`config.mk`:
```
export PLATFORM = sky130hd
export DESIGN_NAME = qbbb_eval
export DESIGN_NICKNAME = d
export VERILOG_FILES = /design/src/design/qbbb_pkg.sv /design/src/design/qbbb_eval.sv
export SDC_FILE = /design/constraint.sdc
export NUM_CORES = 2
export LEC_CHECK = 0
export BUFFER_PORTS_ARGS = -buffer_cell sky130_fd_sc_hd__clkbuf_2
export CAP_MARGIN = 40
export CORE_MARGIN = 4
export CORE_UTILIZATION = 40
export CTS_CLUSTER_SIZE = 20
export DETAILED_ROUTE_END_ITERATION = 12
export GPL_TIMING_DRIVEN = 0
export PLACE_DENSITY_LB_ADDON = 0.05
export SYNTH_ARGS = -nofsm -noshare
export SYNTH_HDL_FRONTEND = slang
export SYNTH_SLANG_ARGS = --single-unit
```
`constraint.sdc`:
```
create_clock -name i_clk -period 29 [get_ports i_clk]
set_input_delay 5.8 -clock i_clk [delete_from_list [all_inputs] [get_ports i_clk]]
set_output_delay 5.8 -clock i_clk [all_outputs]
set_load 0.005 [all_outputs]
```
`src/design/qbbb_pkg.sv`:
```
// Package for the quadratic Bezier bounding box block: default widths.
// No dependencies; used by every module of the block.
package qbbb_pkg;

    // coordinate width and fraction bits of the curve parameter t
    localparam int DEF_COORD_BITS  = 16;
    localparam int DEF_T_FRAC_BITS = 16;

endpackage

```
`src/design/qbbb_eval.sv`:
```
// Three-stage evaluator of one quadratic Bezier coordinate at parameter t,
// rounded to nearest, ties up. Depends on qbbb_pkg.
module qbbb_eval #(
    parameter int COORD_BITS  = qbbb_pkg::DEF_COORD_BITS,
    parameter int T_FRAC_BITS = qbbb_pkg::DEF_T_FRAC_BITS
) (
    input  logic                         i_clk,
    input  logic signed [COORD_BITS-1:0] i_a,
    input  logic signed [COORD_BITS-1:0] i_b,
    input  logic signed [COORD_BITS-1:0] i_c,
    input  logic        [T_FRAC_BITS-1:0] i_tq,
    output logic signed [COORD_BITS-1:0] o_p
);
    import qbbb_pkg::*;

    localparam int QW = COORD_BITS + T_FRAC_BITS + 3;
    localparam int PW = QW + T_FRAC_BITS + 1;

    logic signed [COORD_BITS+1:0] w_d;
    logic signed [COORD_BITS+1:0] w_ba;
    logic signed [QW-1:0]         w_q;
    logic signed [QW-1:0]         r_q;
    logic        [T_FRAC_BITS-1:0] r_tq;
    logic signed [COORD_BITS-1:0] r_a1;
    logic signed [COORD_BITS-1:0] r_a2;
    logic signed [PW-1:0]         r_p;
    logic signed [COORD_BITS-1:0] r_out;

    // q = 2(b-a)*2^T + (a-2b+c)*t
    assign w_d  = (COORD_BITS+2)'(i_a) - ((COORD_BITS+2)'(i_b) <<< 1) + (COORD_BITS+2)'(i_c);
    assign w_ba = (COORD_BITS+2)'(i_b) - (COORD_BITS+2)'(i_a);
    assign w_q  = (QW'(w_ba) <<< (T_FRAC_BITS + 1))
                + QW'(w_d * $signed({1'b0, i_tq}));

    always_ff @(posedge i_clk) begin
        r_q   <= w_q;
        r_tq  <= i_tq;
        r_a1  <= i_a;
        // t*q plus half of 2^(2T)
        r_p   <= PW'(r_q * $signed({1'b0, r_tq}))
               + (PW'(1) <<< (2 * T_FRAC_BITS - 1));
        r_a2  <= r_a1;
        // point stays in the hull, so low bits of the sum are exact
        r_out <= r_a2 + r_p[2*T_FRAC_BITS +: COORD_BITS];
    end

    assign o_p = r_out;

endmodule
```
==> flow_summary.yaml <==
clock_tree:
  cts-root-buf: "clkbuf_16"
  hold_buffers: 0
  h-tree-depth: 4
  cts_buffer_depth: 2
  post-cts-setup-buffer-count: 0
  clkSinkCount: 115
  numCtsBuffers: 17
  tritoncts: "yes"
  clock_latency_ns: 0.45
  clk_pin_slew_ns: 0.06
  postCtsResizedCells: 0
routing:
  postRouteAntennaNets: 0
  viasPerCell: 4.753
  drt_first_pass_iters: 5
  drc: 0
  drt_first_iter_violations: 1314
  wl_mm: 103.2
  num_vias: 24230
  avgRoutedWirePerCell_um: 20.24
grt:
  grt-ovfl-total: 0
  grt_usage_pct: 22.94
  grt_pass1_wl_mm: 161.2
  grt_pass1_vias: 26220
  antenna_found_initial: 8
  grt_max_degree: 17
placed_design:
  place_area_um2: 37250
  place_congestion: 0.8716
  place_hpwl_mm: 89.77
  port_buffers: 80
  dp_worst_setup_slack_ns: 13.94
worst_setup_path:
  crit_required_ns: 29.38
  end_kind: "flop"
  startpoint_type: "primary input"
  critical_path_class: "in2reg"
  cp_max_fo: 10
  crit_path_start: "i_a[5]"
  slowest_stage: "fa_1"
  cp_slowest_stage_delay_ns: 0.66
  arrival_ns: 14.96
  rr_startpoint: "r_tq[5]"
sta:
  relSlewSlack_pct: 38.06
  finalSetupViolations: 0
  worstMarginPinSlew_ns: 0.9291
  fin_ws_ns: 14.41
  setup_tns_ns: 0
  skew_ns: 0.01665
  final-hold-violation-count: 0
  fmax_mhz: 68.56
  period_minus_slack_ns: 14.59
  maxSlewViolCount: 0
  rsz0062_at_grt: "no"
  hold-worst-slack_ns: 0.3273
  timing.final.crit_share_pct: 50.29
logic_synthesis:
  synth-edff-count: 0
  syn_nets: 5002
  async_flop_share_pct: 0
  avgSynthCellArea_um2: 9.240
  netlist_area_um2: 35140
  synth_seq_cells: 115
  yosysSeqAreaShare_pct: 6.551
  syn_inst: 3803
  synth.distinct_cells: 67
  synth_ff_type: "dfxtp_1"
  synth.yosys.warnings: 0
floorplan:
  initial_core_util_pct: 40.38
  dieArea_um2: 92660
  die_w_um: 304.4
  num_io_pins: 81
  die_h_um: 304.4
  placementRows: 108
  core_um2: 87020
hold_path:
  hp-start: "r_a1[15]"
  hp-class: "reg2reg"
job:
  cap_viol_max_count: 0
final_layout:
  synthToLayoutAreaGrowth_pct: 7.737
  fin_area_um2: 37860
  layout-drive-gt1-share_pct: 4.113
  nets: 5125
outcome:
  outcome: "finished, final reports clean"
-- cell families (layout without fill, tap and decap cells) --
group | count (synthesis) | count (layout) | share of synthesized area, %
buffers and inverters | 1125 | 1261 | 12.05
XOR/XNOR | 119 | 119 | 2.987
multiplexers | 2 | 2 | 0.05697
flip-flops | 115 | 115 | 6.551
other | 0 | 3 | 0
AO/OA/AOI/OAI | 254 | 254 | 5.049
AND/OR/NAND/NOR | 1054 | 1054 | 15.14
adder cells (fa/ha/maj) | 1134 | 1134 | 58.17
-- synth_stat cells, types with 21 or more instances --
cell,count,share of area (%)
a21o_1,50,1.1
a21oi_1,66,0.94
and2_1,423,7.5
inv_1,988,11
xnor2_1,90,2.2
xor2_1,28,0.70
nor2_1,57,0.61
nand2_1,450,4.8
clkbuf_1,131,1.4
nor2b_1,29,0.52
ha_1,301,11
dfxtp_1,115,6.6
o21ai_0,37,0.53
o21a_1,21,0.45
fa_1,833,47
-- per-stage QoR --
stage | instances | util, %
global route | 5095 | 43.50
finish | 5097 | 43.51
CTS | 5094 | 43.50
detailed placement | 5062 | 42.80
global placement | 5038 | 42.50
floorplan | 3803 | -
-- registers in the layout, indices dropped and copies added (netlist names) --
register	count
r_tq	16
r_p	16
r_a1	16
r_a2	16
o_p	16
r_q	35
-- cell type report --
| type | instances | area [µm²] |
|---|---|---|
| Antenna cell | 3 | 7.507 |
| Buffer | 137 | 525.5 |
| Clock buffer | 17 | 425.4 |
| Clock inverter | 15 | 178.9 |
| Fill cell | 8879 | 49160 |
| Inverter | 988 | 3709 |
| Multi-Input combinational cell | 2563 | 28610 |
| Sequential cell | 115 | 2302 |
| Tap cell | 1155 | 1445 |
| Timing Repair Buffer | 104 | 660.6 |
-- cell usage in the layout, fill, tap and decap left out, types with 8 or more instances in the layout --
master	count
inv_1	988
fa_1	833
nand2_1	450
and2_1	423
ha_1	301
clkbuf_1	131
dfxtp_1	115
xnor2_1	90
clkbuf_2	80
a21oi_1	66
nor2_1	57
a21o_1	50
o21ai_0	37
nor2b_1	29
xor2_1	28
o21a_1	21
nand2b_1	20
clkbuf_16	17
and3_1	16
nand3_1	14
nor3_1	13
buf_4	12
or3_1	9
a211oi_1	9
o21bai_1	8
inv_8	8
-- worst max-delay path: cells and delay by family --
family,cells,cell delay (ns)
AO/OA/AOI/OAI,10,2.90
XOR/XNOR,2,0.40
adder cells (fa/ha/maj),9,4.31
buffers and inverters,10,1.10
AND/OR/NAND/NOR,3,0.41
-- routing by layer --
metal | vias to the layer above | GRT usage [%] | wire length [µm]
met3 | 51 | 2.965 | 4852
met4 | 0 | 4.326 | 1723
met1 | 12370 | 33.45 | 49040
met5 | - | 0 | 0
met2 | 482 | 37.05 | 47560
li1 | 11330 | - | -
-- final timing paths --
kind              slack, ns  cells after the start        to
setup / recovery      14.41                     34   r_q[33]
hold / removal         0.33                      0  r_a2[15]
setup reg to reg      20.93                     22   r_p[47]
hold reg to reg        0.33                      0  r_a2[15]
Power is left out: the tool's default activity adds up to more than one toggle a clock period on the data nets, which glitch-free logic cannot reach.
