==> src/design/qbbb_pkg.sv <==
// Package for the quadratic Bezier bounding box block: default widths.
// No dependencies; used by every module of the block.
package qbbb_pkg;

    // coordinate width and fraction bits of the curve parameter t
    localparam int DEF_COORD_BITS  = 16;
    localparam int DEF_T_FRAC_BITS = 16;

endpackage

==> src/design/qbbb_div.sv <==
// Pipelined restoring divider: one quotient bit per register stage.
// Depends on qbbb_pkg; one item per cycle.
module qbbb_div #(
    parameter int DEN_BITS = qbbb_pkg::DEF_COORD_BITS + 2,
    parameter int QUO_BITS = qbbb_pkg::DEF_T_FRAC_BITS
) (
    input  logic                i_clk,
    input  logic [DEN_BITS-1:0] i_num,
    input  logic [DEN_BITS-1:0] i_den,
    output logic [QUO_BITS-1:0] o_quo
);
    import qbbb_pkg::*;

    logic [DEN_BITS-1:0] r_rem [QUO_BITS];
    logic [DEN_BITS-1:0] r_den [QUO_BITS];
    logic [QUO_BITS-1:0] r_quo [QUO_BITS];

    genvar gi;
    generate
        for (gi = 0; gi < QUO_BITS; gi++) begin : g_stage
            logic [DEN_BITS-1:0] w_rem_in;
            logic [DEN_BITS-1:0] w_den_in;
            logic [QUO_BITS-1:0] w_quo_in;
            logic [DEN_BITS:0]   w_rem2;
            logic                w_ge;
            logic [DEN_BITS:0]   w_diff;

            if (gi == 0) begin : g_first
                assign w_rem_in = i_num;
                assign w_den_in = i_den;
                assign w_quo_in = '0;
            end else begin : g_next
                assign w_rem_in = r_rem[gi-1];
                assign w_den_in = r_den[gi-1];
                assign w_quo_in = r_quo[gi-1];
            end

            // shift remainder, subtract divisor when it fits
            assign w_rem2 = {w_rem_in, 1'b0};
            assign w_ge   = (w_rem2 >= {1'b0, w_den_in});
            assign w_diff = w_rem2 - {1'b0, w_den_in};

            always_ff @(posedge i_clk) begin
                r_rem[gi] <= w_ge ? w_diff[DEN_BITS-1:0] : w_rem2[DEN_BITS-1:0];
                r_den[gi] <= w_den_in;
                r_quo[gi] <= {w_quo_in[QUO_BITS-2:0], w_ge};
            end
        end
    endgenerate

    assign o_quo = r_quo[QUO_BITS-1];

endmodule

==> config.mk <==
export PLATFORM = sky130hd
export DESIGN_NAME = qbbb_div
export DESIGN_NICKNAME = d
export VERILOG_FILES = /design/src/design/qbbb_pkg.sv /design/src/design/qbbb_div.sv
export SDC_FILE = /design/constraint.sdc
export NUM_CORES = 1
export LEC_CHECK = 0
export ABC_AREA = 0
export BUFFER_PORTS_ARGS = -buffer_cell sky130_fd_sc_hd__buf_2
export CELL_PAD_IN_SITES_DETAIL_PLACEMENT = 0
export CELL_PAD_IN_SITES_GLOBAL_PLACEMENT = 2
export CORE_MARGIN = 8
export CORE_UTILIZATION = 45
export DETAILED_ROUTE_END_ITERATION = 10
export GPL_ROUTABILITY_DRIVEN = 0
export PLACE_DENSITY_LB_ADDON = 0.05
export SYNTH_ARGS = -nofsm -noshare
export SYNTH_HDL_FRONTEND = slang
export SYNTH_SLANG_ARGS = --single-unit
export TNS_END_PERCENT = 1
==> constraint.sdc <==
create_clock -name i_clk -period 5.1 [get_ports i_clk]
set_clock_uncertainty 0.05 [all_clocks]
set_input_delay 1.02 -clock i_clk [delete_from_list [all_inputs] [get_ports i_clk]]
set_output_delay 1.02 -clock i_clk [all_outputs]
set_load 0.01 [all_outputs]
==> impl_metrics.tcl <==
set metrics [dict create \
    clock_path_buffers 3 \
    reg2reg_depth 9 \
    power_density_nw_per_um2 730.1 \
    slew_violations 0 \
    clkPwrFrac_pct 23.5 \
    ys_ff_latch 676 \
    cts_made_buffers 73 \
    leakage_uw 0.01563 \
    yosys-top-cells-area "dfxtp_1 46%, ha_1 12%, mux2_2 6.4%" \
    grt-ovfl-total 0 \
    place_inst 3871 \
    period_minus_slack_ns 3.609 \
    worstSetupPathType "input port to register" \
    routedWlPerCell_um 16.03 \
    synth_edf_count 0 \
    root_buffer "clkbuf_16" \
    num_rows 94 \
    hold_ws_ns 0.2671 \
    port_buffers 52 \
    grt_max_degree 32 \
    vias 20280 \
    drv_cap 0 \
    grt_util_all_layers_pct 17.04 \
    worst_ir_drop_vdd_uv 365.4 \
    grt_pass1_wl_um 103800 \
    seq_area_frac_synth_pct 45.55 \
    cp_data_required_time_ns 5.57 \
    synthDominantCellAreaShare_pct 45.55 \
    slew_headroom_pct 33.49 \
    crit_arrival_ns 4.08 \
    dpl.hpwl_um 50430 \
    cts_htree_levels 3 \
    vias_per_cell 5.076 \
    seqPwrFrac_pct 32.6 \
    worst_slew_pin_slew_ns 0.9725 \
    antenna_found_initial 1 \
    drive_gt1_share_pct 12.78 \
    synth_top_cell_by_area "dfxtp_1" \
    status "complete, no violations" \
    hold_depth 0 \
    core_area_um2 65510 \
    end_kind "register" \
    drtAntennaViolNets 0 \
    syn-num-nets 3311 \
    post-route-period-util_pct 70.76 \
    avgSynthCellArea_um2 9.997 \
    timing.setup.tns_ns 0 \
    p_int_uw 16040 \
    final_nets 3421 \
    p_sw_share_pct 34.78 \
    n_fill_cell 6025 \
    crit_fanout 18 \
    synth_ff_type "dfxtp_1" \
    setup_violations 0 \
    synth_top_cells_by_count "676 x dfxtp_1, 360 x inv_1, 287 x ha_1" \
    wl_um 64050 \
    first_pass_iters 5 \
    post-route-drc-count 0 \
    synth_most_common_cell "dfxtp_1" \
    worstHoldPathType "register to register" \
    first_global_vias 20207 \
    start_util_pct 45.36 \
    fmax_mhz 277.1 \
    total_power_uw 24600 \
    die_x_um 273.0 \
    hold_viol_final 0 \
    hold_buffers 0 \
    postCtsSetupRepairBufs 0 \
    diodes 0 \
    cts.sinks 676 \
    rsz0062_at_grt "no" \
    yosys.cell_types.count 66 \
    io-pin-count 53 \
    switchingPower_uw 8556 \
    worstSetupStartpointType "input port" \
    clock_latency_ns 0.59 \
    cts_resized 0 \
    syn2layout_area_growth_pct 13.41 \
    tritoncts "yes" \
    yosysWarnings 0 \
    async_reset_ff_share_pct 0 \
    clk_pin_slew_worst_paths_ns 0.06 \
    synthCells 2972 \
    die_h_um 273.0 \
    combPwrFrac_pct 43.9 \
    syn_area_um2 29710 \
    drtIter0Drc 1036 \
    die_area_um2 74500 \
    final_cell_count_no_fill 3995 \
]
==> registers in the layout, summed over array words and instances (netlist names) <==
| signal | flops |
|---|---|
| r_den | 270 |
| r_quo | 136 |
| r_rem | 270 |
==> worst max-delay path, stage by stage <==
cell and delay (ns):
buf_2 0.08, inv_1 0.06, ha_1 0.29, nor2b_1 0.13, o21a_1 0.14, o21ai_0 0.11, o2bb2ai_1 0.24, o311ai_0 0.54
a41oi_1 0.27, o21ai_2 0.74, buf_4 0.27, mux2i_1 0.18
==> kinds of logic after synthesis <==
family / share of synthesized area (%)
DFF: 45.55
and+or+nand+nor: 9.365
AOI/OAI and AO/OA: 13.45
adders and majority gates: 13.10
muxes: 6.999
buffers and inverters: 5.003
xor gates and xnor gates: 6.544
==> layout make-up <==
| cell class | instances | area [um^2] | area share, % |
|---|---|---|---|
| clock inverter | 29 | 569.3 | 1.690 |
| tap | 864 | 1081 | 3.208 |
| inverter | 360 | 1351 | 4.010 |
| timing repair buffer | 64 | 350.3 | 1.040 |
| multi-input combinational | 1907 | 14710 | 43.65 |
| sequential | 676 | 13530 | 40.16 |
| clock buffer | 95 | 2103 | 6.242 |
==> per-layer routing <==
metal	vias up	global-route usage, %	part of all wire [%]
met5	-	0	0.020
met4	2	4.112	2.0
met3	89	2.981	3.5
met2	299	29.14	47
met1	9443	22.22	47
li1	10447	-	-
==> power groups by stage <==
stage	Combinational (uW)	Sequential (uW)	Clock (uW)
after floorplan	8720	7720	0
after global placement	10700	8160	0
after detailed placement	10800	8160	0
after CTS	10900	8060	5950
after global routing	12100	8200	6190
final	10800	8020	5780
==> cells in the final DEF, fill, tap and decap left out, types with 23 or more instances in the layout <==
cell type  netlist  routed
ha_1           287     287
nor2_1         151     151
xnor2_1        144     144
dfxtp_1        676     676
clkbuf_16        0      76
o21bai_1        29      29
inv_1          360     360
nand2_1        126     126
buf_2           15      52
a211oi_1        23      23
o21a_1          23      23
nor3_1          51      51
nand3_1         41      41
a21o_1          94      94
xor2_1          78      78
o21ai_0        103     103
nand4_1         28      28
nor2b_1         35      35
a21oi_1        242     240
nand2b_1        32      32
mux2_2         170     170
==> through the flow <==
| stage | util [%] | area [um^2] | setup slack (ns) |
|---|---|---|---|
| after global routing | 51.44 | 33700 | 1.197 |
| after CTS | 51.44 | 33700 | 1.547 |
| after global placement | 47.36 | 31020 | 0.9507 |
| after detailed placement | 47.36 | 31020 | 0.9016 |
| final | 51.44 | 33700 | 1.491 |
| after floorplan | - | 29710 | 1.525 |
==> path summary, 6_finish.rpt <==
kind / from / end / slack, ns
worst max-delay path: i_den[1] / r_rem[0][8] / 1.49
worst min-delay path: r_quo[10][5] / r_quo[11][6] / 0.27
worst max register to register: r_den[1][65] / r_rem[1][75] / 1.53
worst min register to register: r_quo[10][5] / r_quo[11][6] / 0.27
Note: power is estimated with default switching activity, not from simulation.
